### src/sv/gsf_pkg.sv
// Shared constants, FSM state type and control structs for the GF(2) reducer.
package gsf_pkg;

  localparam int DefRows   = 4;
  localparam int DefCols   = 8;
  localparam int RowWidth  = 8;
  localparam int RowNumWidth = 2;

  typedef enum logic [1:0] {
    StLoad,
    StElim,
    StOut
  } state_t;

  typedef struct packed {
    logic load;
    logic elim;
    logic shift_out;
  } cmd_t;

  typedef struct packed {
    logic load_complete;
    logic elim_last;
    logic out_last;
  } status_t;

endpackage

### src/sv/gsf_row_if.sv
// Input channel carrying one matrix row per transaction.
interface gsf_row_if;
  import gsf_pkg::*;

  logic                valid;
  logic                ready;
  logic [RowWidth-1:0] row_word;
  logic                last_row;

  modport source (output valid, output row_word, output last_row, input ready);
  modport sink (input valid, input row_word, input last_row, output ready);
endinterface

### src/sv/gsf_out_if.sv
// Output channel carrying one reduced row per transaction.
interface gsf_out_if;
  import gsf_pkg::*;

  logic                   valid;
  logic                   ready;
  logic [RowWidth-1:0]    reduced_row;
  logic [RowNumWidth-1:0] row_number;
  logic                   rank_deficient;
  logic                   last_out;

  modport source (
    output valid, output reduced_row, output row_number,
    output rank_deficient, output last_out, input ready
  );
  modport sink (
    input valid, input reduced_row, input row_number,
    input rank_deficient, input last_out, output ready
  );
endinterface

### src/sv/gsf_datapath.sv
// Row register lanes, pivot search and elimination, and the load/pivot/output counters.
module gsf_datapath #(
  parameter int ROWS = gsf_pkg::DefRows,
  parameter int COLS = gsf_pkg::DefCols
) (
  input  logic                             clk,
  input  logic                             rst,
  input  gsf_pkg::cmd_t                    cmd,
  output gsf_pkg::status_t                 status,
  input  logic [gsf_pkg::RowWidth-1:0]     row_word,
  input  logic                             last_row,
  output logic [gsf_pkg::RowWidth-1:0]     reduced_row,
  output logic [gsf_pkg::RowNumWidth-1:0]  row_number,
  output logic                             rank_deficient,
  output logic                             last_out
);
  import gsf_pkg::*;

  localparam int CW = $clog2(ROWS + 1);
  localparam int IW = (ROWS > 1) ? $clog2(ROWS) : 1;
  localparam logic [RowWidth-1:0] ColMask =
    (COLS >= RowWidth) ? {RowWidth{1'b1}} : RowWidth'((64'd1 << COLS) - 64'd1);
  localparam logic [CW-1:0] LastIdx = CW'(ROWS - 1);

  logic [RowWidth-1:0] rows [ROWS];
  logic [CW-1:0]       load_count;
  logic [CW-1:0]       pivot;
  logic [CW-1:0]       out_count;
  logic                missing;

  logic                has_col;
  logic [2:0]          col;
  logic [ROWS-1:0]     hit;
  logic [ROWS-1:0]     first;
  logic                found;
  logic [RowWidth-1:0] piv_row;
  logic [RowWidth-1:0] cur_row;
  logic [RowWidth-1:0] word_masked;

  assign word_masked = row_word & ColMask;

  // Pivot column exists only below COLS and within the stored row width
  assign has_col = (32'(pivot) < COLS) && (32'(pivot) < RowWidth);
  assign col     = 3'(pivot);

  // Flag rows at or below the pivot index with a one in the pivot column
  always_comb begin
    for (int r = 0; r < ROWS; r++) begin
      hit[r] = has_col && (32'(r) >= 32'(pivot)) && rows[r][col];
    end
  end

  // Keep only the first candidate row
  assign first = hit & (~hit + ROWS'(1));
  assign found = |hit;

  // Select the pivot row and the row currently in the pivot slot
  always_comb begin
    piv_row = '0;
    for (int r = 0; r < ROWS; r++) begin
      if (first[r]) begin
        piv_row = piv_row | rows[r];
      end
    end
  end
  assign cur_row = rows[pivot[IW-1:0]];

  // Row lanes: load, swap and eliminate, shift out
  always_ff @(posedge clk) begin
    for (int r = 0; r < ROWS; r++) begin
      logic [RowWidth-1:0] base;
      base = rows[r];
      if (cmd.load) begin
        if (CW'(r) == load_count) begin
          rows[r] <= word_masked;
        end else if (CW'(r) > load_count && status.load_complete) begin
          rows[r] <= '0;
        end
      end else if (cmd.elim) begin
        if (found) begin
          if (CW'(r) == pivot) begin
            base = piv_row;
          end else if (first[r]) begin
            base = cur_row;
          end
          if (CW'(r) != pivot && base[col]) begin
            base = base ^ piv_row;
          end
          rows[r] <= base;
        end
      end else if (cmd.shift_out) begin
        if (r < ROWS - 1) begin
          rows[r] <= rows[(r + 1) % ROWS];
        end
      end
    end
  end

  // Advance counters and track the missing-pivot flag
  always_ff @(posedge clk) begin
    if (rst) begin
      load_count <= '0;
      pivot      <= '0;
      out_count  <= '0;
      missing    <= 1'b0;
    end else begin
      if (cmd.load) begin
        if (status.load_complete) begin
          load_count <= '0;
          pivot      <= '0;
          missing    <= 1'b0;
        end else begin
          load_count <= load_count + CW'(1);
        end
      end
      if (cmd.elim) begin
        if (!found) begin
          missing <= 1'b1;
        end
        pivot <= status.elim_last ? '0 : pivot + CW'(1);
      end
      if (cmd.shift_out) begin
        out_count <= status.out_last ? '0 : out_count + CW'(1);
      end
    end
  end

  assign status.load_complete = last_row || (load_count == LastIdx);
  assign status.elim_last     = (pivot == LastIdx);
  assign status.out_last      = (out_count == LastIdx);

  assign reduced_row    = rows[0];
  assign row_number     = RowNumWidth'(out_count);
  assign rank_deficient = missing;
  assign last_out       = (out_count == LastIdx);

endmodule

### src/sv/gsf_ctrl.sv
// Controller state machine sequencing load, elimination and output of one matrix.
module gsf_ctrl (
  input  logic             clk,
  input  logic             rst,
  input  logic             in_valid,
  output logic             in_ready,
  output logic             out_valid,
  input  logic             out_ready,
  output gsf_pkg::cmd_t    cmd,
  input  gsf_pkg::status_t status
);
  import gsf_pkg::*;

  state_t state;
  state_t state_next;

  // Hold the state register
  always_ff @(posedge clk) begin
    if (rst) begin
      state <= StLoad;
    end else begin
      state <= state_next;
    end
  end

  // Next state and commands
  always_comb begin
    state_next = state;
    in_ready   = 1'b0;
    out_valid  = 1'b0;
    cmd        = '0;
    case (state)
      StLoad: begin
        in_ready = 1'b1;
        if (in_valid) begin
          cmd.load = 1'b1;
          if (status.load_complete) begin
            state_next = StElim;
          end
        end
      end
      StElim: begin
        cmd.elim = 1'b1;
        if (status.elim_last) begin
          state_next = StOut;
        end
      end
      StOut: begin
        out_valid = 1'b1;
        if (out_ready) begin
          cmd.shift_out = 1'b1;
          if (status.out_last) begin
            state_next = StLoad;
          end
        end
      end
      default: begin
        state_next = StLoad;
      end
    endcase
  end

endmodule

### src/sv/gf2_systematic_form.sv
// Top level of the GF(2) systematic-form reducer: controller plus row datapath.
// Operation: rows are loaded until last_row or ROWS rows, then ROWS elimination steps
// (one pivot per cycle), then ROWS output transactions.
// A new matrix is accepted only after the last row of the previous one is shifted out;
// output shifts one row per cycle while row_out.ready is high.
// Reset (synchronous, rst high) returns to loading with counters and flag cleared.
module gf2_systematic_form #(
  parameter int ROWS = gsf_pkg::DefRows,
  parameter int COLS = gsf_pkg::DefCols
) (
  input logic        clk,
  input logic        rst,
  gsf_row_if.sink    row_in,
  gsf_out_if.source  row_out
);
  import gsf_pkg::*;

  cmd_t    cmd;
  status_t status;

  gsf_ctrl u_ctrl (
    .clk       (clk),
    .rst       (rst),
    .in_valid  (row_in.valid),
    .in_ready  (row_in.ready),
    .out_valid (row_out.valid),
    .out_ready (row_out.ready),
    .cmd       (cmd),
    .status    (status)
  );

  gsf_datapath #(
    .ROWS (ROWS),
    .COLS (COLS)
  ) u_datapath (
    .clk            (clk),
    .rst            (rst),
    .cmd            (cmd),
    .status         (status),
    .row_word       (row_in.row_word),
    .last_row       (row_in.last_row),
    .reduced_row    (row_out.reduced_row),
    .row_number     (row_out.row_number),
    .rank_deficient (row_out.rank_deficient),
    .last_out       (row_out.last_out)
  );

endmodule
### src/flat_wrapper.sv
// flat-port wrapper written by rule: the top's interface ports become plain ports
module gf2_systematic_form_flat import gsf_pkg::*;
#(
  parameter int ROWS = gsf_pkg::DefRows,
  parameter int COLS = gsf_pkg::DefCols
)
  (clk, rst, row_in_valid, row_in_row_word, row_in_last_row, row_in_ready, row_out_valid, row_out_reduced_row, row_out_row_number, row_out_rank_deficient, row_out_last_out, row_out_ready);
  gsf_row_if row_in_i ();
  gsf_out_if row_out_i ();
  input logic clk;
  input logic rst;
  input wire logic [$bits(row_in_i.valid)-1:0] row_in_valid;
  input wire logic [$bits(row_in_i.row_word)-1:0] row_in_row_word;
  input wire logic [$bits(row_in_i.last_row)-1:0] row_in_last_row;
  output wire logic [$bits(row_in_i.ready)-1:0] row_in_ready;
  output wire logic [$bits(row_out_i.valid)-1:0] row_out_valid;
  output wire logic [$bits(row_out_i.reduced_row)-1:0] row_out_reduced_row;
  output wire logic [$bits(row_out_i.row_number)-1:0] row_out_row_number;
  output wire logic [$bits(row_out_i.rank_deficient)-1:0] row_out_rank_deficient;
  output wire logic [$bits(row_out_i.last_out)-1:0] row_out_last_out;
  input wire logic [$bits(row_out_i.ready)-1:0] row_out_ready;
  assign row_in_i.valid = row_in_valid;
  assign row_in_i.row_word = row_in_row_word;
  assign row_in_i.last_row = row_in_last_row;
  assign row_in_ready = row_in_i.ready;
  assign row_out_valid = row_out_i.valid;
  assign row_out_reduced_row = row_out_i.reduced_row;
  assign row_out_row_number = row_out_i.row_number;
  assign row_out_rank_deficient = row_out_i.rank_deficient;
  assign row_out_last_out = row_out_i.last_out;
  assign row_out_i.ready = row_out_ready;
  gf2_systematic_form #(.ROWS(ROWS), .COLS(COLS)) u_core (.clk(clk), .rst(rst), .row_in(row_in_i), .row_out(row_out_i));
endmodule
### config.mk
export PLATFORM = sky130hd
export DESIGN_NAME = gf2_systematic_form_flat
export DESIGN_NICKNAME = d
export VERILOG_FILES = /design/src/sv/gsf_pkg.sv /design/src/sv/gsf_row_if.sv /design/src/sv/gsf_out_if.sv /design/src/sv/gsf_datapath.sv /design/src/sv/gsf_ctrl.sv /design/src/sv/gf2_systematic_form.sv /design/src/flat_wrapper.sv
export SDC_FILE = /design/constraint.sdc
export NUM_CORES = 1
export LEC_CHECK = 0
export BUFFER_PORTS_ARGS = -buffer_cell sky130_fd_sc_hd__buf_2
export CORE_AREA = 2 2 91 93
export DETAILED_ROUTE_END_ITERATION = 7
export DIE_AREA = 0 0 93 95
export MAX_ROUTING_LAYER = met4
export PLACE_DENSITY = 0.76
export SYNTH_ARGS = -nofsm -noshare
export SYNTH_HDL_FRONTEND = slang
export SYNTH_SLANG_ARGS = --single-unit
### constraint.sdc
create_clock -name clk -period 5 [get_ports clk]
set_input_delay 0.25 -clock clk [delete_from_list [all_inputs] [get_ports clk]]
set_output_delay 0.25 -clock clk [all_outputs]
set_load 0.005 [all_outputs]
## Word-level counts from Yosys, hierarchy flattened

Memories as Yosys holds them, arrays and structs flattened. A register that Yosys moved wholly into a read port is not among the register bits.
Cells that the tools add are included.

| word-level totals | value |
|---|---|
| output and inout bits | 14 |
| memories | 1 |
| word-level logic and storage cells | 208 |
| RAM bits | 32 |
| input bits | 13 |
| register bits | 12 |

| operators by class | value |
|---|---|
| eq/ne operators | 19 |
| mux-type cells | 128 |
| reduce and logical (&&, ||, !) cells | 22 |
| magnitude comparators | 9 |
| bitwise operators | 20 |
| $add $sub $neg | 4 |

Memories:

| name | words | bits a word | rd ports | clocked after memory_dff | write ports | line | source |
|---|---|---|---|---|---|---|---|
| u_core.u_datapath.rows | 4 | 8 | 5 | 1 | 4 | gsf_datapath.sv:25 | `logic [RowWidth-1:0] rows [ROWS];` |

Operators with widths:

| kind | count |
|---|---|
| 8-bit 2-to-1 mux | 51 |
| 1-bit 2-to-1 mux | 55 |
| 8-bit XOR | 4 |
| 1-bit binary-select mux with 3-bit select | 8 |
| 8-bit bitwise OR | 3 |
| 3-bit 2-to-1 mux | 6 |
| 2-bit 2-to-1 mux | 7 |
| 2-bit by 3-bit == test with 1-bit output (first input constant) | 4 |
| 1-bit logical AND | 12 |
| 1-bit bitwise OR | 11 |
| 2-bit inequality test (second input constant) | 5 |
| 3-bit by 1-bit adder with 3-bit output (second input constant) | 3 |
| 3-bit by 2-bit == test with 1-bit output (second input constant) | 3 |
| 1-bit by 3-bit == test with 1-bit output (first input constant) | 2 |
| 1-bit by 3-bit greater-or-equal comparator with 1-bit output (first input constant) | 2 |
| 2-bit by 3-bit greater-or-equal comparator with 1-bit output (first input constant) | 2 |
| 1-bit by 3-bit greater-than comparator with 1-bit output (first input constant) | 2 |
| 2-bit by 3-bit greater-than comparator with 1-bit output (first input constant) | 2 |
| 3-bit zero test | 2 |
| 2-bit by 3-bit inequality test with 1-bit output (first input constant) | 2 |
| 2-bit one-hot mux with 3 select lines | 1 |
| 5-bit AND reduction | 1 |
| 4-bit by 1-bit adder with 4-bit output (second input constant) | 1 |
| 4-bit AND | 1 |
| 11 further kinds | 12 |

## Depth between registers and ports, before layout

Gate-level depths: netlist of run 1.
An unclocked memory read counts as a cell.

| depth | value |
|---|---|
| word-level depth | 27 |
| mapped depth | 14 |
| depth with buffers taken out | 10 |

## Modules after synthesis

From an unflattened synthesis of run 1, not the netlist that was laid out.

| second synthesis, totals | value |
|---|---|
| cell total of the unflattened synthesis | 561 |
| area total of the unflattened synthesis | 4779.6 um2 |

Modules (own cells, without submodules):

| module | sequential area each (um2) | cells each | instances | area an instance (um2) |
|---|---|---|---|---|
| gsf_datapath | 1201.2 | 548 | 1 | 4662.0 |
| gsf_ctrl | 40.0 | 13 | 1 | 117.6 |

## Worst setup path after synthesis of run 1

No wires, ideal clock.

| timing | value |
|---|---|
| path type | reg-to-reg |
| from | reg u_core.u_datapath.pivot[0], in the netlist u_core.u_datapath.col[0] |
| to | mem u_core.u_datapath.rows[1][0] (enable) |
| setup slack | 1.499 ns |
| cell stages (with the launch flop) | 11 |
| required time | 4.588 ns |
| path buffers | 3 |
| data arrival time | 3.089 ns |
| library setup time | 0.412 ns |
| period minus slack after synthesis | 3.501 ns |
| cells stage by stage | dfxtp_1 > buf_6 > inv_6 > ha_1 > and2_1 > mux4_2 > a211o_1 > o21ai_1 > clkbuf_1 > clkbuf_1 > o311ai_0 |

RTL lines:

| element | line | source |
|---|---|---|
| start, declared | gsf_datapath.sv:27 | `logic [CW-1:0] pivot;` |
| start signal, assigned | gsf_datapath.sv:120 | `pivot <= status.elim_last ? '0 : pivot + CW'(1);` |
| end, declared | gsf_datapath.sv:25 |  |

==> metrics.yaml, run 1 <==
clock_tree:
  clock_latency_ns: 0.31
  cts-resized-gates: 0
  cts_tree: "done"
  post-cts-setup-buffers: 0
  clock_path_buffers: 2
  cts_sinks: 46
  clk_transition_reported_paths_ns: 0.10
  clockRootBuffer: "clkbuf_8"
  cts_buffers: 5
  htreeDepth: 2
  cts_hold_buf: 0
route:
  drcViolationCount: 0
  detail_route.wl_per_cell_um: 25.3
  drt_wl_total_mm: 16.5
  ant_nets: 0
  num_vias: 4799
  avgViaCountPerCell: 7.34
  first_pass_iters: 6
  drtIter0Drc: 566
timing:
  finalHoldViolCount: 0
  layout_min_cycle_time_ns: 4.16
  setup_viol: 0
  fin_tns_setup_ns: 0
  rsz0062_at_grt: "no"
  slew_headroom_pct: 19.7
  worst_pin_slew_ns: 1.20
  timing.final.crit_share_pct: 83.3
  maxSlewViolCount: 0
  fmax_ghz: 0.240
  fin_skew_ns: 0.0212
  finalWorstSetupSlack_ns: 0.836
yosys:
  ys_seq_elements: 46
  netlist_instances: 539
  synthFlopType: "edfxtp_1"
  ys_seq_area_share_pct: 27.4
  synth_area_per_cell_um2: 8.41
  syn_area_um2: 4530
  synth_edf_count: 32
  syn_nets: 559
  synthDistinctLibCells: 74
  yosysWarnings: 0
  synthArstFlopShare_pct: 0
worst_setup_path:
  setup.worst_path.class: "reg2reg"
  crit_path_max_fanout: 17
  reg2reg_from: "u_core.u_datapath.col[1]"
  slowest_stage: "dfxtp_1"
  reg2reg_slack_ns: 0.84
  crit_chain: "inv_1 -> ha_1 -> a32o_1 -> nor4b_2 -> mux2_2 -> o221ai_1 -> nand2_1 -> a2111o_1 -> nand3_1"
  crit_arrival_ns: 4.34
  max_stage_delay_ns: 0.76
  rr_worst_depth: 9
  crit_required_ns: 5.17
  start_kind: "register"
  critical_path.top_delay_family: "simple AND/OR/NAND/NOR gates"
  r2r-end: "u_core.u_datapath.rows[2][2]"
  cp.buffers_inverters: 1
  crit_path_end_kind: "register"
place:
  io_buffers: 26
  dpl.hpwl_mm: 11.9
  place_inst: 646
  post-place-ws_ns: 0.958
  gp_congestion: 0.999
pwr:
  p_sw_uw: 664
  p_total_uw: 1510
  vdd_drop_max_v: 0.000177
  power_density_nw_per_um2: 314
  clkPwrFrac_pct: 16.6
  sequentialPowerShare_pct: 35.8
  p_comb_share_pct: 47.6
  p_leak_uw: 0.00178
  p_sw_share_pct: 44.1
  p_int_uw: 843
global_routing:
  grt_pass1_vias: 4319
  grt_pass1_wl_mm: 25.4
  grt_max_degree: 31
  gr-usage-all-layers_pct: 39.6
  grt_overflow: 0
  antenna_found_initial: 0
hold_path:
  min_to: "u_core.u_datapath.load_count[1]"
  worst_hold_path_type: "in2reg"
  hold_start: "row_in_valid"
  hold_depth: 4
floorplanning:
  fp.dieH_um: 95
  pin_count: 27
  core_area_um2: 7930
  rows: 33
  die-area_um2: 8840
  initial_utilization_pct: 57.2
  die_w_um: 93
run_status:
  run_status: "finished clean"
layout:
  multi_input_area_um2: 3080
  antennaDiodeCount: 0
  final_common_cell: "nand2_1"
  fill_cells: 747
  drive_above_1_share_pct: 16.0
  layout.cells.non_filler: 654
  mostFrequentLayoutCells: "nand2_1, nor2_1, a21oi_1, nand3_1, edfxtp_1"
  nets: 568
  area_delta_synth_final_pct: 5.85
  register_area_um2: 1240
run:
  cap_violations: 0
[cells in the mapped netlist (3+ instances only)]
cell type | count | area share [%]
mux4_2 | 12 | 6.0
o21a_1 | 4 | 0.66
mux2i_1 | 19 | 4.2
edfxtp_1 | 32 | 21
dfxtp_1 | 14 | 6.2
a211oi_1 | 5 | 0.83
inv_1 | 9 | 0.74
a211o_1 | 4 | 0.77
a31oi_1 | 6 | 0.83
and2_1 | 9 | 1.2
clkbuf_1 | 21 | 1.7
nand2b_1 | 6 | 0.83
a32o_1 | 3 | 0.66
nand4_1 | 9 | 1.2
nor3b_1 | 4 | 0.66
o41ai_1 | 3 | 0.58
a221oi_1 | 5 | 0.97
a21o_1 | 3 | 0.50
nor2_1 | 45 | 3.7
a221o_1 | 6 | 1.3
a21oi_1 | 41 | 4.5
o211ai_1 | 8 | 1.3
and3_1 | 6 | 0.83
nand3_1 | 32 | 3.5
xor2_1 | 4 | 0.77
a22oi_1 | 22 | 3.6
nor3_1 | 12 | 1.3
buf_4 | 4 | 0.66
buf_2 | 9 | 0.99
nand2_1 | 68 | 5.6
a32oi_1 | 6 | 1.2
ha_1 | 7 | 1.9
nor2b_1 | 7 | 0.97
o21ai_0 | 30 | 3.3
mux2_2 | 15 | 3.7
[cells by family (layout without fill, tap and decap cells)]
group                    Yosys count  in the layout  synth area share [%]
XOR/XNOR                           6              6                  1.16
flip-flops                        46             46                  27.4
AND/OR/NAND/NOR                  213            213                  23.1
multiplexers                      47             47                  14.2
adder cells (fa/ha/maj)            7              7                  1.93
buffers and inverters             46             56                  4.83
AO/OA/AOI/OAI                    174            174                  27.4
[final cells by class]
cell class,count,area share (%)
Tap cell,105,2.74
Multi-Input combinational cell,447,64.1
Clock inverter,2,0.287
Clock buffer,6,1.51
Sequential cell,46,25.9
Inverter,10,0.886
Timing Repair Buffer,38,4.59
[through the flow]
stage	hold WS, ns	util, %	instance area, um2
3_5_place_dp	0.449	59.5	4710
4_1_cts	0.237	60.5	4800
6_report	0.241	60.5	4800
5_1_grt	0.265	60.5	4800
3_3_place_gp	0.435	59.5	4710
2_1_floorplan	0.319	-	4530
[worst reg2reg max path, delay by kind of cell, from the launching register on]
kind,cells,cell delay [ns]
AOI/OAI and AO/OA,3,1.06
buffers and inverters,1,0.29
adders and majority gates,1,0.39
and+or+nand+nor,3,1.11
muxes,1,0.44
DFF,1,0.76
[flip-flops by register name, summed over array words and instances (netlist names), named ones only]
name / cells
u_core.u_datapath.col: 3
u_core.u_datapath.rank_deficient: 1
u_core.u_datapath.rows: 32
u_core.u_ctrl.state: 2
u_core.u_datapath.out_count: 3
u_core.u_datapath.load_count: 3
[how the worst max path moves through the flow]
stage | start | slack [ns] | end | cells past startpoint
after global placement | u_core.u_datapath.col[1] | 1.07 | u_core.u_datapath.rows[3][2] | 10
final | u_core.u_datapath.col[1] | 0.84 | u_core.u_datapath.rows[2][2] | 9
after CTS | u_core.u_datapath.col[1] | 0.95 | u_core.u_datapath.rows[2][2] | 9
after floorplan | u_core.u_datapath.col[0] | 1.50 | u_core.u_datapath.rows[1][0] | 10
after global routing | u_core.u_datapath.col[1] | 0.65 | u_core.u_datapath.rows[2][7] | 10
after detailed placement | u_core.u_datapath.col[1] | 0.96 | u_core.u_datapath.rows[2][2] | 9
[power by group through the flow]
stage / clock (uW) / combinational, uW / sequential (uW)
2_1_floorplan: 0 / 515 / 509
3_3_place_gp: 0 / 680 / 541
3_5_place_dp: 0 / 688 / 542
4_1_cts: 248 / 691 / 533
5_1_grt: 260 / 768 / 541
6_report: 249 / 717 / 540
[layer usage]
layer  vias up  share of wire, %  global-route usage, %
met5         -                 0                      -
met4         0               3.8                   14.8
met3        58                12                   8.06
met2       372                43                   57.4
met1      2262                40                   54.6
li1       2107                 -                      -
(Power assumes the default switching activity.)
==> run 2, diff against run 1 <==
Settings changed: CORE_AREA 2 2 91 93 to 2 2 93 95, DIE_AREA 0 0 93 95 to 0 0 95 97.
Clock period 5 ns to 3.7 ns, I/O delays scaled along.
==> run 2 against run 1 <==
Net effect: global-route usage fell by 2.9 points; critical endpoint is now u_core.u_datapath.rows[3][6]; critical path type unchanged; combinational power grew 41%; register-to-register slack lost 0.57 ns; largest cell class unchanged; first-iteration DRC count is 9.7% higher; sequential share of layout area fell by 0.91 points.
==> metrics.yaml, run 2 (same netlist as run 1, synthesis figures left out) <==
layout:
  drive_above_1_share_pct: 19.4
  area_delta_synth_final_pct: 9.71
  top_register: "u_core.u_datapath.rows"
  fill_cells: 711
  antennaDiodeCount: 0
  largest_reg_flops: 32
  utilization_pct: 61.2
  mostFrequentLayoutCells: "nand2_1, nor2_1, a21oi_1, buf_4"
  final_common_cell: "nand2_1"
  nets: 592
worst_setup_path:
  crit_required_ns: 3.85
  crit_path_end_kind: "register"
  reg2reg_from: "u_core.u_datapath.col[0]"
  reg2reg_slack_ns: 0.27
  setup.worst_path.class: "reg2reg"
  start_kind: "register"
  crit_path_max_fanout: 11
  crit_arrival_ns: 3.58
  r2r-end: "u_core.u_datapath.rows[3][6]"
  rr_worst_depth: 11
floorplanning:
  rows: 33
  pin_count: 27
  fp.dieH_um: 97
  die_w_um: 95
  core_area_um2: 8130
  initial_utilization_pct: 55.7
  die-area_um2: 9220
pwr:
  p_leak_uw: 0.00190
  p_comb_share_pct: 49.1
  power_density_nw_per_um2: 415
  p_int_uw: 1180
  sequentialPowerShare_pct: 35.0
  p_sw_share_pct: 42.9
  p_sw_uw: 887
  clkPwrFrac_pct: 15.9
  vdd_drop_max_v: 0.000242
global_routing:
  antenna_found_initial: 0
  grt_pass1_wl_mm: 25.4
  grt_pass1_vias: 4628
  grt_overflow: 0
  gr-usage-all-layers_pct: 36.6
  grt_max_degree: 28
timing:
  timing.final.crit_share_pct: 92.7
  setup_viol: 0
  worst_pin_slew_ns: 1.20
  layout_min_cycle_time_ns: 3.43
  rsz0062_at_grt: "no"
  fin_tns_setup_ns: 0
  maxSlewViolCount: 0
  finalHoldViolCount: 0
  finalWorstSetupSlack_ns: 0.271
  slew_headroom_pct: 19.7
  fmax_ghz: 0.292
  fin_skew_ns: 0.00744
place:
  post-place-ws_ns: 0.346
  dpl.hpwl_mm: 12.1
  io_buffers: 26
  gp_congestion: 0.989
run_status:
  run_status: "finished clean"
hold_path:
  hold_depth: 4
  worst_hold_path_type: "in2reg"
  hold_start: "row_in_valid"
  min_to: "u_core.u_datapath.load_count[1]"
clock_tree:
  clock_path_buffers: 2
  htreeDepth: 2
  clk_transition_reported_paths_ns: 0.10
  cts_tree: "done"
  clock_latency_ns: 0.31
  post-cts-setup-buffers: 0
  cts_sinks: 46
  cts_hold_buf: 0
  clockRootBuffer: "clkbuf_8"
  cts-resized-gates: 0
  cts_buffers: 5
run:
  cap_violations: 0
route:
  num_vias: 4778
  first_pass_iters: 6
  drcViolationCount: 0
  ant_nets: 0
  avgViaCountPerCell: 7.05
  drt_wl_total_mm: 15.8
  drtIter0Drc: 621
  detail_route.wl_per_cell_um: 23.4
==> run 2: cell types whose count changed in the layout (fill, tap and decap cells not counted) <==
cell,before,now
buf_4,12,36
clkinv_1,0,1
clkinv_2,0,1
clkinvlp_4,1,0
inv_4,1,0
==> run 2: per-stage QoR <==
step | total power (uW) | hold WS [ns] | cell area [um2] | instances
floorplan | 1380 | 0.254 | 4530 | 539
global placement | 1700 | 0.439 | 4890 | 670
detailed placement | 1710 | 0.453 | 4890 | 670
CTS | 2030 | 0.175 | 4970 | 678
global route | 2160 | 0.209 | 4970 | 678
finish | 2070 | 0.172 | 4970 | 678
==> run 2: worst max-delay path by stage <==
| stage | startpoint | endpoint | slack, ns | cells past startpoint |
|---|---|---|---|---|
| after CTS | u_core.u_datapath.col[0] | u_core.u_datapath.rows[3][3] | 0.31 | 12 |
| final | u_core.u_datapath.col[0] | u_core.u_datapath.rows[3][6] | 0.27 | 11 |
| after global placement | u_core.u_datapath.col[0] | u_core.u_datapath.rows[3][3] | 0.42 | 12 |
| after floorplan | u_core.u_datapath.col[0] | u_core.u_datapath.rows[1][0] | 0.20 | 10 |
| after detailed placement | u_core.u_datapath.col[0] | u_core.u_datapath.rows[3][3] | 0.35 | 12 |
| after global routing | u_core.u_datapath.col[0] | u_core.u_datapath.rows[3][3] | 0.09 | 12 |
==> run 2: final cells by class <==
class                   instances  area, um2  share of cell area, %
multi-input cells             447       3080                   61.9
flip-flops and latches         46       1240                   24.9
repair buffers                 62        400                   8.05
well taps                     105        131                   2.64
clock buffers                   6       72.6                   1.46
inverters                      10       42.5                  0.855
clock inverters                 2       8.76                  0.176
==> run 2: power by group through the flow <==
stage / Clock [uW] / Sequential, uW / Combinational [uW]
finish: 328 / 723 / 1010
detailed placement: 0 / 728 / 980
floorplan: 0 / 688 / 695
global route: 343 / 727 / 1090
global placement: 0 / 727 / 969
CTS: 324 / 716 / 985
==> run 2: routing by layer <==
metal  vias up  routed length [um]  global-route usage [%]
li1       2149                   -                       -
met1      2263                6380                    51.2
met2       319                7270                    54.7
met3        47                1810                    6.54
met4         0                 395                    10.0
met5         -                   0                       -
==> run 2: critical path, cell delays in order, from the launching register on <==
cell and delay [ns]:
dfxtp_1 0.41, inv_6 0.09, ha_1 0.22, and2_1 0.13
mux4_2 0.48, a211o_1 0.42, o21ai_0 0.30, a21oi_1 0.13
o32ai_2 0.27, buf_4 0.25, mux2_2 0.35, a211oi_1 0.19
